$ cat src/sv/mie_pkg.sv
// Package for the modular inverse block: status codes and controller/datapath interface types.
// No dependencies.
package mie_pkg;

   localparam logic [1:0] ST_OK    = 2'd0;
   localparam logic [1:0] ST_NOINV = 2'd1;
   localparam logic [1:0] ST_RANGE = 2'd2;

   // datapath command, issued by the controller
   typedef struct packed {
      logic load;      // load operand and modulus, reset coefficients (t0 zero, t1 one)
      logic div_init;  // start a shift-subtract division r0 / r1
      logic div_step;  // one quotient bit
      logic mul_init;  // start q * t1m
      logic mul_step;  // one multiplier bit
      logic update;    // apply new remainder and coefficient
      logic finish;    // form the final inverse
   } cmd_type;

   // datapath status, read by the controller
   typedef struct packed {
      logic below;     // operand below modulus
      logic a_zero;
      logic a_one;
      logic div_done;
      logic rem_zero;
      logic mul_done;
      logic gcd_one;
   } stat_type;

endpackage

$ cat src/sv/modular_inverse_ext_euclid.sv
// Top level of the modular inverse block: joins the controller and the datapath.
// Depends on mie_pkg, mie_control, mie_datapath.
//
// Computes operand^-1 mod modulus by the extended Euclidean algorithm.
// Write the modulus through csr_write_enable/csr_write_data while idle.
// Request channel: req_valid/req_stall carry one operand beat; a beat is
// taken when req_valid is high and req_stall low. Response channel:
// rsp_valid/rsp_stall carry rsp_inverse and rsp_status (0 inverted,
// 1 not invertible, 2 operand not below modulus).
// Range and zero cases go from the accepting edge straight to the response;
// operand one first passes the finish step. Otherwise each Euclidean
// iteration that updates the coefficients runs a bit-serial divider, one
// quotient bit a cycle, then a bit-serial shift-add multiplier and an update,
// and the final iteration the divider and finish. The block takes one
// operand at a time; req_stall stays high until the result beat is taken,
// so a new beat is taken no earlier than the cycle after the result leaves.
// While rsp_stall is high the result holds on the ports.
// Reset clears the modulus to zero and returns the controller to idle.
module modular_inverse_ext_euclid #(
   parameter int WIDTH = 32
) (
   input  logic        clock,
   input  logic        reset,
   input  logic        csr_write_enable,
   input  logic [31:0] csr_write_data,
   input  logic        req_valid,
   output logic        req_stall,
   input  logic [31:0] req_operand,
   output logic        rsp_valid,
   input  logic        rsp_stall,
   output logic [31:0] rsp_inverse,
   output logic [1:0]  rsp_status
);

   logic [31:0]        modulus_ff;
   logic [WIDTH-1:0]   modulus_w, operand_w, inverse_w;
   mie_pkg::cmd_type   cmd;
   mie_pkg::stat_type  stat;
   logic               use_inv;

   // hold the modulus register
   always_ff @(posedge clock) begin
      if (reset) begin
         modulus_ff <= '0;
      end else if (csr_write_enable) begin
         modulus_ff <= csr_write_data;
      end
   end

   // drop port bits above WIDTH; zero-extend when WIDTH is wider than the port
   always_comb begin
      modulus_w = '0;
      operand_w = '0;
      for (int i = 0; i < WIDTH && i < 32; i++) begin
         modulus_w[i] = modulus_ff[i];
         operand_w[i] = req_operand[i];
      end
   end

   mie_control u_control (
      .clock(clock), .reset(reset),
      .req_valid(req_valid), .req_stall(req_stall),
      .rsp_valid(rsp_valid), .rsp_stall(rsp_stall),
      .stat(stat), .cmd(cmd), .status(rsp_status), .use_inv(use_inv)
   );

   mie_datapath #(.WIDTH(WIDTH)) u_datapath (
      .clock(clock), .reset(reset), .cmd(cmd),
      .operand(operand_w), .modulus(modulus_w),
      .stat(stat), .inverse(inverse_w)
   );

   // the inverse is below the modulus, so its upper bits are zero
   always_comb begin
      rsp_inverse = '0;
      for (int i = 0; i < WIDTH && i < 32; i++) begin
         rsp_inverse[i] = use_inv && inverse_w[i];
      end
   end

endmodule

$ cat src/sv/mie_datapath.sv
// Datapath of the modular inverse block: remainders, quotient divider, coefficient multiplier.
// Depends on mie_pkg.
module mie_datapath #(
   parameter int WIDTH = 32
) (
   input  logic                clock,
   input  logic                reset,
   input  mie_pkg::cmd_type    cmd,
   input  logic [WIDTH-1:0]    operand,
   input  logic [WIDTH-1:0]    modulus,
   output mie_pkg::stat_type   stat,
   output logic [WIDTH-1:0]    inverse
);

   localparam int CW = $clog2(WIDTH + 1);

   logic [WIDTH-1:0] m_ff, m_in;
   logic [WIDTH-1:0] r0_ff, r0_in, r1_ff, r1_in;
   logic [WIDTH-1:0] t0m_ff, t0m_in, t1m_ff, t1m_in;
   logic             t0s_ff, t0s_in, t1s_ff, t1s_in;
   logic [WIDTH-1:0] q_ff, q_in, rem_ff, rem_in;
   logic [WIDTH-1:0] p_ff, p_in, mq_ff, mq_in;
   logic [CW-1:0]    cnt_ff, cnt_in;
   logic [WIDTH-1:0] inv_ff, inv_in;

   logic [WIDTH:0]   rem_sh;
   logic [WIDTH-1:0] nm;
   logic             ns;

   always_comb begin
      rem_sh = {rem_ff, q_ff[WIDTH-1]};
      // t0 - q*t1 in sign-magnitude: add p with sign !t1s
      if (t0s_ff == !t1s_ff) begin
         nm = t0m_ff + p_ff;
         ns = t0s_ff;
      end else if (t0m_ff >= p_ff) begin
         nm = t0m_ff - p_ff;
         ns = t0s_ff;
      end else begin
         nm = p_ff - t0m_ff;
         ns = !t1s_ff;
      end
   end

   always_comb begin
      m_in = m_ff; r0_in = r0_ff; r1_in = r1_ff;
      t0m_in = t0m_ff; t0s_in = t0s_ff; t1m_in = t1m_ff; t1s_in = t1s_ff;
      q_in = q_ff; rem_in = rem_ff; p_in = p_ff; mq_in = mq_ff;
      cnt_in = cnt_ff; inv_in = inv_ff;
      if (cmd.load) begin
         m_in = modulus; r0_in = modulus; r1_in = operand;
         t0m_in = '0; t0s_in = 1'b1;
         t1m_in = {{(WIDTH-1){1'b0}}, 1'b1}; t1s_in = 1'b1;
         inv_in = '0;
      end
      if (cmd.div_init) begin
         q_in = r0_ff; rem_in = '0; cnt_in = CW'(WIDTH);
      end
      if (cmd.div_step) begin
         // restoring division: dividend bits shift out of q, quotient bits in
         if (rem_sh >= {1'b0, r1_ff}) begin
            rem_in = WIDTH'(rem_sh - {1'b0, r1_ff});
            q_in   = {q_ff[WIDTH-2:0], 1'b1};
         end else begin
            rem_in = rem_sh[WIDTH-1:0];
            q_in   = {q_ff[WIDTH-2:0], 1'b0};
         end
         cnt_in = cnt_ff - 1'b1;
      end
      if (cmd.mul_init) begin
         p_in = '0; mq_in = q_ff; cnt_in = CW'(WIDTH);
      end
      if (cmd.mul_step) begin
         // msb-first shift-add, product kept modulo 2^WIDTH
         p_in  = {p_ff[WIDTH-2:0], 1'b0} + (mq_ff[WIDTH-1] ? t1m_ff : '0);
         mq_in = {mq_ff[WIDTH-2:0], 1'b0};
         cnt_in = cnt_ff - 1'b1;
      end
      if (cmd.update) begin
         t0m_in = t1m_ff; t0s_in = t1s_ff;
         t1m_in = nm;     t1s_in = ns;
         r0_in = r1_ff;   r1_in = rem_ff;
      end
      if (cmd.finish) begin
         inv_in = (!t1s_ff && t1m_ff != '0) ? m_ff - t1m_ff : t1m_ff;
      end
   end

   always_ff @(posedge clock) begin
      if (reset) begin
         cnt_ff <= '0;
      end else begin
         cnt_ff <= cnt_in;
      end
      m_ff <= m_in; r0_ff <= r0_in; r1_ff <= r1_in;
      t0m_ff <= t0m_in; t0s_ff <= t0s_in; t1m_ff <= t1m_in; t1s_ff <= t1s_in;
      q_ff <= q_in; rem_ff <= rem_in; p_ff <= p_in; mq_ff <= mq_in;
      inv_ff <= inv_in;
   end

   always_comb begin
      stat.below    = operand < modulus;
      stat.a_zero   = operand == '0;
      stat.a_one    = operand == {{(WIDTH-1){1'b0}}, 1'b1};
      stat.div_done = cnt_ff == '0;
      stat.rem_zero = rem_ff == '0;
      stat.mul_done = cnt_ff == '0;
      stat.gcd_one  = r1_ff == {{(WIDTH-1){1'b0}}, 1'b1};
   end

   assign inverse = inv_ff;

endmodule

$ cat src/sv/mie_control.sv
// Controller of the modular inverse block: sequences division, multiply and update per iteration.
// Depends on mie_pkg.
module mie_control (
   input  logic               clock,
   input  logic               reset,
   input  logic               req_valid,
   output logic               req_stall,
   output logic               rsp_valid,
   input  logic               rsp_stall,
   input  mie_pkg::stat_type  stat,
   output mie_pkg::cmd_type   cmd,
   output logic [1:0]         status,
   output logic               use_inv
);

   typedef enum logic [2:0] {
      S_IDLE, S_DIV_INIT, S_DIV, S_MUL, S_UPDATE, S_FINISH, S_RESP
   } state_type;

   state_type   state_ff;
   logic [1:0]  status_ff;
   logic        use_inv_ff;
   logic        accept;

   assign accept    = req_valid && !req_stall;
   assign req_stall = state_ff != S_IDLE;
   assign rsp_valid = state_ff == S_RESP;
   assign status    = status_ff;
   assign use_inv   = use_inv_ff;

   always_comb begin
      cmd = '0;
      unique case (state_ff)
         S_IDLE:     cmd.load = accept;
         S_DIV_INIT: cmd.div_init = 1'b1;
         S_DIV:      begin
            cmd.div_step = !stat.div_done;
            cmd.mul_init = stat.div_done;
         end
         S_MUL:      cmd.mul_step = !stat.mul_done;
         S_UPDATE:   cmd.update = 1'b1;
         S_FINISH:   cmd.finish = 1'b1;
         S_RESP:     ;
         default:    ;
      endcase
   end

   always_ff @(posedge clock) begin
      if (reset) begin
         state_ff   <= S_IDLE;
         status_ff  <= mie_pkg::ST_OK;
         use_inv_ff <= 1'b0;
      end else begin
         unique case (state_ff)
            S_IDLE: if (accept) begin
               use_inv_ff <= 1'b0;
               if (!stat.below) begin
                  status_ff <= mie_pkg::ST_RANGE; state_ff <= S_RESP;
               end else if (stat.a_zero) begin
                  status_ff <= mie_pkg::ST_NOINV; state_ff <= S_RESP;
               end else if (stat.a_one) begin
                  // the loaded coefficient t1 is one: finish straight away
                  status_ff <= mie_pkg::ST_OK; state_ff <= S_FINISH;
               end else begin
                  status_ff <= mie_pkg::ST_OK; state_ff <= S_DIV_INIT;
               end
            end
            S_DIV_INIT: state_ff <= S_DIV;
            S_DIV: if (stat.div_done) begin
               state_ff <= stat.rem_zero ? S_FINISH : S_MUL;
            end
            S_MUL:    if (stat.mul_done) state_ff <= S_UPDATE;
            S_UPDATE: state_ff <= S_DIV_INIT;
            S_FINISH: begin
               if (stat.gcd_one) begin
                  use_inv_ff <= 1'b1;
               end else begin
                  status_ff <= mie_pkg::ST_NOINV;
               end
               state_ff <= S_RESP;
            end
            S_RESP: if (!rsp_stall) state_ff <= S_IDLE;
            default: state_ff <= S_IDLE;
         endcase
      end
   end

`ifndef SYNTHESIS
   a_use_ok: assert property (@(posedge clock) disable iff (reset)
      rsp_valid && use_inv_ff |-> status_ff == mie_pkg::ST_OK)
      else $error("inverse used with bad status");
   a_one_cmd: assert property (@(posedge clock) disable iff (reset)
      $countones({cmd.load, cmd.div_init, cmd.div_step, cmd.mul_init,
                  cmd.mul_step, cmd.update, cmd.finish}) <= 1)
      else $error("more than one datapath command");
   a_rsp_hold: assert property (@(posedge clock) disable iff (reset)
      rsp_valid && rsp_stall |=> rsp_valid && $stable(status_ff))
      else $error("result dropped under stall");
`endif

endmodule

$ cat config.mk
export PLATFORM = sky130hd
export DESIGN_NAME = modular_inverse_ext_euclid
export DESIGN_NICKNAME = d
export VERILOG_FILES = /design/src/sv/mie_pkg.sv /design/src/sv/modular_inverse_ext_euclid.sv /design/src/sv/mie_datapath.sv /design/src/sv/mie_control.sv
export SDC_FILE = /design/constraint.sdc
export NUM_CORES = 1
export LEC_CHECK = 0
export ABC_CLOCK_PERIOD_IN_PS = 7200
export BUFFER_PORTS_ARGS = -buffer_cell sky130_fd_sc_hd__buf_2
export CAP_MARGIN = 25
export CORE_MARGIN = 4
export CORE_UTILIZATION = 55
export DETAILED_ROUTE_END_ITERATION = 6
export HOLD_SLACK_MARGIN = 0.1
export PLACE_DENSITY_LB_ADDON = 0.15
export SKIP_LAST_GASP = 1
export SYNTH_ARGS = -nofsm -noshare
export SYNTH_HDL_FRONTEND = slang
export SYNTH_SLANG_ARGS = --single-unit
export TNS_END_PERCENT = 20
$ cat constraint.sdc
create_clock -name clock -period 7.2 [get_ports clock]
set_clock_uncertainty 0.1 [all_clocks]
set_input_delay 0.36 -clock clock [delete_from_list [all_inputs] [get_ports clock]]
set_output_delay 0.36 -clock clock [all_outputs]
set_load 0.05 [all_outputs]
Yosys cells after proc, flatten, opt, wreduce, memory -nomap -nowiden
Cells that the tools add are included.
{"block": "word_totals", "reg_bits": 366, "input_bits": 69, "output_inout_bits": 36, "wordCells": 150}
{"block": "classes", "add_sub_neg": 7, "order_cmp": 3, "eq_ne": 15, "muxes": 55, "reduce_logical": 52}
{"operator": "32-bit 2-to-1 mux", "count": 22}
{"operator": "32-bit subtractor", "count": 4}
{"operator": "32-bit adder", "count": 2}
{"operator": "32-bit by 1-bit equality test with 1-bit output, second input constant", "count": 2}
{"operator": "32-bit zero test", "count": 2}
{"operator": "1-bit logical AND", "count": 34}
{"operator": "33-bit by 32-bit greater-or-equal comparator with 1-bit output", "count": 1}
{"operator": "32-bit greater-or-equal comparator", "count": 1}
{"operator": "32-bit less-than comparator", "count": 1}
{"operator": "32-bit nonzero test", "count": 1}
{"operator": "3-bit 2-to-1 mux", "count": 8}
{"operator": "6-bit 2-to-1 mux", "count": 4}
{"operator": "3-bit one-hot mux with 7 select lines", "count": 1}
{"operator": "1-bit 2-to-1 mux", "count": 14}
{"operator": "2-bit nonzero test", "count": 5}
{"operator": "3-bit equality test, second input constant", "count": 3}
{"operator": "2-bit 2-to-1 mux", "count": 4}
{"operator": "3-bit by 2-bit equality test with 1-bit output, second input constant", "count": 2}
{"operator": "6-bit zero test", "count": 1}
{"operator": "2-bit by 1-bit != test with 1-bit output, second input constant", "count": 3}
{"operator": "2-bit != test, second input constant", "count": 3}
{"operator": "3-bit AND reduction", "count": 2}
{"operator": "6-bit by 1-bit subtractor with 6-bit output, second input constant", "count": 1}
{"operator": "2-bit one-hot mux with 2 select lines", "count": 1}
{"operator": "8 further kinds", "count": 10}

Logic depth before layout (Yosys ltp)
Gate-level depths: netlist of run 1.
{"block": "depth", "depth_word": 6, "mapped_depth": 16, "ltp_nobuf": 14}

Modules after synthesis
A second synthesis of run 1 with hierarchy kept.
{"block": "hier_totals", "cells_unflattened": 2785, "hier_area_um2": 26236.4}
{"module": "mie_datapath", "instances": 1, "cells_per_inst": 2596, "area_per_inst_um2": 24464.7, "seq_area_each_um2": 9779.4}
{"module": "modular_inverse_ext_euclid", "instances": 1, "cells_per_inst": 138, "area_per_inst_um2": 1375.1, "seq_area_each_um2": 640.6}
{"module": "mie_control", "instances": 1, "cells_per_inst": 51, "area_per_inst_um2": 396.6, "seq_area_each_um2": 120.1}

Least setup slack after synthesis of run 1
Ideal clock, no wire load.
{"block": "synth_timing", "path_kind": "register to register", "start": "register u_control.state_ff[0]", "end": "register u_datapath.r0_ff[0] (enable)", "setup_time_ns": 1.135, "arrival_time_ns": 3.564, "required_time_ns": 5.965, "setup_slack_ns": 2.400, "path_stages_with_launch": 7, "path_buffers": 3, "synth_period_minus_slack_ns": 4.800, "path_cell_list": "dfxtp_1 clkbuf_1 nor2_1 nand2_1 clkbuf_1 clkbuf_1 nand2_1"}
{"block": "synth_between", "elab_chain_len": 5, "word_cells_on_any_way": 8, "cone_classes": "eq/ne (1); mux (2); reduce/logical (5)"}
{"element": "from (decl)", "line_no": "mie_control.sv:20", "text": "state_type state_ff;"}
{"element": "from (signal assigned)", "line_no": "mie_control.sv:70", "text": "state_ff <= stat.rem_zero ? S_FINISH : S_MUL;"}
{"element": "3-bit nonzero test", "line_no": "mie_control.sv:26", "text": "assign req_stall = state_ff != S_IDLE;"}
{"element": "1-bit zero test", "line_no": "mie_control.sv:25", "text": "assign accept = req_valid && !req_stall;"}
{"element": "1-bit logical AND", "line_no": "mie_control.sv:25"}
{"element": "1-bit 2-to-1 mux", "line_no": "mie_control.sv:33", "text": "unique case (state_ff)"}
{"element": "2-bit nonzero test (no source line) *"}
{"element": "to (signal assigned)", "line_no": "mie_datapath.sv:95", "text": "m_ff <= m_in; r0_ff <= r0_in; r1_ff <= r1_in;"}
{"element": "to (decl)", "line_no": "mie_datapath.sv:18", "text": "logic [WIDTH-1:0] r0_ff, r0_in, r1_ff, r1_in;"}
Every way passes the cells marked *; elsewhere a longest branch is shown, timed or not.
A chain may end at the register's enable or synchronous reset.

Worst setup path after layout of run 1
{"block": "layout_timing", "start": "register u_datapath.p_ff[20]", "end": "register u_datapath.t1m_ff[30], data pin"}
{"block": "layout_between", "elab_chain_len": 4, "word_cells_on_any_way": 7, "cone_classes": "add/sub (3); order compare (1); mux (3)"}
{"element": "from (decl)", "line_no": "mie_datapath.sv:22", "text": "logic [WIDTH-1:0] p_ff, p_in, mq_ff, mq_in;"}
{"element": "from (signal assigned)", "line_no": "mie_datapath.sv:97", "text": "q_ff <= q_in; rem_ff <= rem_in; p_ff <= p_in; mq_ff <= mq_in;"}
{"element": "32-bit subtractor (tied with other cells)", "line_no": "mie_datapath.sv:40", "text": "nm = p_ff - t0m_ff;"}
{"element": "32-bit 2-to-1 mux", "line_no": "mie_datapath.sv:36", "text": "end else if (t0m_ff >= p_ff) begin"}
{"element": "32-bit 2-to-1 mux *", "line_no": "mie_datapath.sv:33", "text": "if (t0s_ff == !t1s_ff) begin"}
{"element": "32-bit 2-to-1 mux *", "line_no": "mie_datapath.sv:79", "text": "if (cmd.update) begin"}
{"element": "to (signal assigned)", "line_no": "mie_datapath.sv:96", "text": "t0m_ff <= t0m_in; t0s_ff <= t0s_in; t1m_ff <= t1m_in; t1s_ff <= t1s_in;"}
{"element": "to (decl)", "line_no": "mie_datapath.sv:19", "text": "logic [WIDTH-1:0] t0m_ff, t0m_in, t1m_ff, t1m_in;"}
Marked as above.

==> flow_summary.json, run 1 <==
{
  "drv_slew": 0,
  "drc": 0,
  "grt_pass1_wl_um": 119000,
  "vias": 21600,
  "wirelength_um": 76500,
  "start_kind": "flip-flop",
  "r2r_end": "u_datapath.t1m_ff[30]",
  "cts_inserted_buffers": 44,
  "crit_type": "flip-flop to flip-flop",
  "core_area_um2": 45400,
  "dr.pass1.iters": 6,
  "critPathMaxFanout": 21,
  "drtIter0Drc": 2016,
  "setup_violations": 0,
  "die_height_um": 222,
  "final_cell_mix": "332 x nand2_1, 321 x edfxtp_1, 318 x nor2_1",
  "grt_overflow": 0,
  "worstSetupEndpointType": "flip-flop",
  "cts_max_level": 2,
  "clk_pin_slew_ns": 0.06,
  "antenna_found_initial": 2,
  "yosys_warnings": 0,
  "crit_start": "u_datapath.p_ff[20]",
  "grt_pass1_vias": 21300,
  "fin_setup_tns_ns": 0,
  "ys_seq_area_share_pct": 41.7,
  "clockBufferDepth": 3,
  "outcome": "completed",
  "syn_avg_cell_area_um2": 9.08,
  "ys_ff_latch": 366,
  "synthArstFlopShare_pct": 0,
  "r2r_start": "u_datapath.p_ff[20]",
  "leakage_nw": 12.1,
  "worst_slack_ns": 2.67,
  "powerDensity_nw_per_um2": 506,
  "place_inst": 3385,
  "grt_start_max_net_pins": 67,
  "finalPower_mw": 14.4,
  "drive_above_1_share_pct": 8.15,
  "synth_edf_count": 321,
  "fmax_mhz": 221,
  "area_growth_pct": 12.4,
  "synth_cell_types": 79,
  "worst_pin_slew_ns": 1.10,
  "dieArea_um2": 49500,
  "cts_sinks": 366,
  "min_path_type": "input pin to flip-flop",
  "clock-root-buffer": "clkbuf_16",
  "hold_viol_final": 0,
  "clock_latency_ns": 0.58,
  "wire_per_inst_um": 21.7,
  "whs_ns": 0.207,
  "synth_area_um2": 25300,
  "post-route-period-util_pct": 62.9,
  "io_pins": 105,
  "rrSetupSlack_ns": 2.67,
  "syn-num-nets": 3078,
  "dp_slack_ns": 2.73,
  "gp_congestion": 0.971,
  "rsz0062_at_grt": "false",
  "r2r_cells": 13,
  "required_ns": 7.43,
  "layout.cells.non_filler": 3532,
  "drv_cap": 0,
  "layout_min_cycle_time_ns": 4.53,
  "nets": 3191,
  "postSynthCellCount": 2783,
  "rows": 78,
  "crit_arrival_ns": 4.76,
  "via_per_inst": 6.12,
  "hpwl_um": 56500,
  "die_w_um": 222,
  "final_common_cell": "nand2_1",
  "track_usage_pct": 30.1,
  "tritoncts": "built",
  "io_buffers": 104,
  "antenna_left": 0,
  "relSlewSlack_pct": 24.9,
  "ys.flop_type": "edfxtp_1",
  "initial_core_util_pct": 55.7,
  "endpoint": "u_datapath.t1m_ff[30]",
  "peakVddDrop_mv": 0.358
}
## layout make-up
type / instances / area (um2)
sequential: 366 / 10500
clock buffer: 64 / 1300
clock inverter: 17 / 198
tap: 600 / 751
fill: 3838 / 17000
multi-input combinational: 2083 / 13500
antenna: 1 / 2.50
timing repair buffer: 187 / 1300
inverter: 214 / 805
## per-layer routing
layer	global-route usage, %	vias to the layer above	wire, um
li1	-	10100	-
met1	40.3	10400	32100
met2	49.6	914	35600
met3	3.96	195	5100
met4	12.8	0	3630
met5	0	-	0
## cell usage after synthesis (all sizes together) (15+ instances only)
cell / count / area, um2
ha: 220 / 2750
nor4: 34 / 213
clkbuf: 92 / 345
a211oi: 15 / 113
xor2: 37 / 324
nand4: 27 / 169
buf: 28 / 141
mux2i: 55 / 551
xnor2: 68 / 596
dfxtp: 45 / 901
nand2: 337 / 1270
o21bai: 26 / 195
or3: 15 / 93.8
a22o: 33 / 289
nor2b: 27 / 169
and2: 74 / 463
and3: 22 / 138
nor2: 320 / 1200
a21oi: 233 / 1170
a21o: 79 / 593
inv: 214 / 803
edfxtp: 321 / 9640
nand2b: 29 / 181
nor3: 51 / 260
o21a: 15 / 113
nand3: 39 / 195
o21ai: 140 / 708
## critical path: stages (launching register included)
cell and delay (ns):
edfxtp_1 0.41, inv_1 0.07, ha_1 0.47, a2111oi_2 0.40, o31ai_1 0.16, a221o_1 0.37
o21ai_2 0.16, a31oi_1 0.16, nor2_2 0.82, mux2_2 0.43, a21oi_1 0.31, o41ai_2 0.10
xnor2_1 0.14, and2_1 0.16
## power by group
| part | switching [mW] | internal, mW | leakage [nW] |
|---|---|---|---|
| combinational | 5.02 | 2.89 | 7.94 |
| sequential | 0.710 | 3.46 | 3.46 |
| clock | 0.941 | 1.34 | 0.723 |
## worst min path at each step
stage,startpoint,to,slack [ns],cells past startpoint
6_report,req_valid,u_control.use_inv,0.21,4
5_1_grt,req_valid,u_control.use_inv,0.22,4
4_1_cts,req_valid,u_control.use_inv,0.18,4
3_5_place_dp,modulus_ff[29],u_datapath.m_ff[29],0.36,0
3_3_place_gp,modulus_ff[24],u_datapath.m_ff[24],0.35,0
2_1_floorplan,modulus_ff[10],u_datapath.m_ff[10],0.33,0
## flip-flops by register name (all words and copies together) (netlist names), 2 cells and up
register and cells:
u_datapath.r1_ff 32, u_datapath.inverse 32, u_datapath.mq_ff 32, u_datapath.r0_ff 32, u_datapath.q_ff 32, u_datapath.p_ff 32
u_datapath.rem_ff 32, u_control.state_ff 3, u_datapath.m_ff 32, u_datapath.cnt_ff 6, u_control.status 2, modulus_ff 32
u_datapath.t1m_ff 32, u_datapath.t0m_ff 32
## repair_timing
| action | 4_1_cts | 5_1_grt |
|---|---|---|
| setup endpoints to repair | 0 | 0 |
| buffers inserted | 0 | 0 |
| resized for setup | 0 | 0 |
| hold buffers | 64 | 0 |
| hold endpoints to repair | 65 | 0 |
## through the flow
step	cell area (um2)	util [%]
3_3_place_gp	26300	57.9
3_5_place_dp	26300	57.9
4_1_cts	28400	62.6
6_report	28400	62.6
5_1_grt	28400	62.6
2_1_floorplan	25300	-
## logic make-up after synthesis
family | after synthesis | share of synthesized area, %
mux | 58 | 2.31
xor+xnor | 105 | 3.64
compound gates | 686 | 17.6
fa+ha+maj | 226 | 11.4
buf+inv | 334 | 5.10
simple gates | 1008 | 18.3
flops | 366 | 41.7
(Power assumes the default switching activity.)
==> run 2, diff against run 1 <==
--- a/config.mk
+++ b/config.mk
@@ -5,7 +5,7 @@
 export SDC_FILE = /design/constraint.sdc
 export NUM_CORES = 1
 export LEC_CHECK = 0
-export ABC_CLOCK_PERIOD_IN_PS = 7200
+export ABC_CLOCK_PERIOD_IN_PS = 4200
 export BUFFER_PORTS_ARGS = -buffer_cell sky130_fd_sc_hd__buf_2
 export CAP_MARGIN = 25
 export CORE_MARGIN = 4
==> constraint.sdc (replaced) <==
create_clock -name clock -period 4.2 [get_ports clock]
set_clock_uncertainty 0.1 [all_clocks]
set_input_delay 0.21 -clock clock [delete_from_list [all_inputs] [get_ports clock]]
set_output_delay 0.21 -clock clock [all_outputs]
set_load 0.05 [all_outputs]
==> run 2 against run 1 <==
Effect of this change:
- routed wire length increased by 2.4%
- worst hold slack got worse by 0.080 ns
- clock power increased by 81%
- die area unchanged
- sequential share of layout area decreased by 1.0 points
- core utilization increased by 1.8 points
- design area increased by 2.9%
- global-route usage increased by 0.59 points
- fmax increased by 11%
- register-to-register slack got worse by 2.6 ns
- cell count increased by 2.3%
- critical endpoint is now u_datapath.t1m_ff[19]
- largest power group unchanged
==> flow_summary.json, run 2 (synthesis results as in run 1) <==
{
  "place_area_um2": 26900,
  "outcome": "completed",
  "cts_sinks": 366,
  "drive_above_1_share_pct": 10.7,
  "critPathMaxFanout": 15,
  "setup_violations": 0,
  "initial_core_util_pct": 55.7,
  "nets": 3274,
  "track_usage_pct": 30.7,
  "utilization_pct": 64.4,
  "io_pins": 105,
  "hold_viol_final": 0,
  "via_per_inst": 6.05,
  "wl_met3_um": 4970,
  "slowest_delay_ns": 0.52,
  "highest_layer": "met4",
  "leakage_nw": 12.6,
  "antenna_left": 0,
  "grt_start_max_net_pins": 131,
  "cts_max_level": 2,
  "grt_pass1_wl_um": 121000,
  "relSlewSlack_pct": 28.2,
  "dp_slack_ns": 0.264,
  "whs_ns": 0.127,
  "core_area_um2": 45400,
  "worst_pin_slew_ns": 1.08,
  "min_path_type": "input pin to flip-flop",
  "layout_min_cycle_time_ns": 4.08,
  "drv_slew": 0,
  "area_growth_pct": 15.7,
  "clock-root-buffer": "clkbuf_16",
  "layout.cells.non_filler": 3612,
  "antenna_found_initial": 0,
  "dr.pass1.iters": 5,
  "rows": 78,
  "crit_family": "compound AO/OA/AOI/OAI gates",
  "dieArea_um2": 49500,
  "clk_pin_slew_ns": 0.06,
  "cpMaxStageDelayCell": "o311ai_0",
  "cp.depth": 14,
  "crit_arrival_ns": 4.26,
  "worst_slack_ns": 0.120,
  "drc": 0,
  "start_kind": "flip-flop",
  "io_buffers": 104,
  "cts_inserted_buffers": 42,
  "timing.critical_path.mode_cell": "buf_4",
  "fmax_mhz": 245,
  "final_area_um2": 29200,
  "worstSetupEndpointType": "flip-flop",
  "hpwl_um": 58300,
  "fin_setup_tns_ns": 0,
  "gp_congestion": 0.949,
  "wl_met1_um": 32800,
  "post-route-period-util_pct": 97.2,
  "grt_overflow": 0,
  "crit_type": "flip-flop to flip-flop",
  "r2r_cells": 14,
  "final_cell_mix": "332 x nand2_1, 321 x edfxtp_1, 318 x nor2_1",
  "wire_per_inst_um": 21.7,
  "finalPower_mw": 25.8,
  "crit_chain": "inv_1, ha_1, a21oi_1, o21ai_0, a221o_1, o21ai_2, a31o_2, nand2_4, buf_4, o311ai_0, buf_4, o31ai_1, xnor2_1, nor2_1",
  "tritoncts": "built",
  "drtIter0Drc": 1948,
  "wl_met2_um": 36900,
  "die_w_um": 222,
  "clockBufferDepth": 3,
  "peakVddDrop_mv": 0.693,
  "wirelength_um": 78300,
  "min_delay_path_depth": 2,
  "rsz0062_at_grt": "true",
  "clock_latency_ns": 0.58,
  "grt_pass1_vias": 21200,
  "vias": 21900,
  "post-cts-setup-buffer-count": 0,
  "required_ns": 4.38,
  "powerDensity_nw_per_um2": 883,
  "die_height_um": 222,
  "fillCellCount": 3755,
  "drv_cap": 0,
  "path_buf_inv": 3,
  "antenna_cells": 0,
  "place_inst": 3463,
  "final_common_cell": "nand2_1"
}
## run 2: cell count changes in the layout (fill, tap and decap cells not counted), sizes merged, moves of 2 or more
cell | previous run | this run
buf | 123 | 202
clkbuf | 64 | 52
dlygate4sd3 | 64 | 70
bufinv | 2 | 6
clkinv | 8 | 11
inv | 217 | 219
## run 2: final timing paths
check	startpoint	to	slack, ns
worst min register to register	modulus_ff[29]	u_datapath.m_ff[29]	0.37
worst min-delay path	reset	modulus_ff[14]	0.13
worst max-delay path	u_datapath.p_ff[13]	u_datapath.t1m_ff[19]	0.12
worst max register to register	u_datapath.p_ff[13]	u_datapath.t1m_ff[19]	0.12
## run 2: cell type report
cell class                      count  area (um2)  share of cell area [%]
Multi-Input combinational cell   2083       13500                    46.3
Tap cell                          600         751                    2.57
Inverter                          214         803                    2.75
Clock buffer                       52        1220                    4.19
Clock inverter                     25         347                    1.19
Timing Repair Buffer              272        2050                    7.00
Sequential cell                   366       10500                    36.1
## run 2: worst reg2reg max path: stages (launching register included)
cell,delay [ns]
edfxtp_1,0.41
inv_1,0.06
ha_1,0.39
a21oi_1,0.36
o21ai_0,0.16
a221o_1,0.35
o21ai_2,0.18
a31o_2,0.23
nand2_4,0.16
buf_4,0.20
o311ai_0,0.52
buf_4,0.23
o31ai_1,0.08
xnor2_1,0.27
nor2_1,0.07
## run 2: what timing repair did
item / CTS / global route
gates resized for setup: 0 / 3
hold buffers: 70 / 0
endpoints found under the hold margin: 68 / 0
setup endpoints to repair: 0 / 7
## run 2: per-layer routing
metal  global-route usage (%)  vias up
li1                         -    10300
met1                     40.8    10400
met2                     50.9      892
met3                     4.16      185
met4                     12.8        0
met5                        0        -
## run 2: report_power, final
part           total [mW]  internal (mW)  switching, mW
clock                4.12           2.48           1.64
sequential           7.03           5.91           1.13
combinational        14.7           5.60           9.05
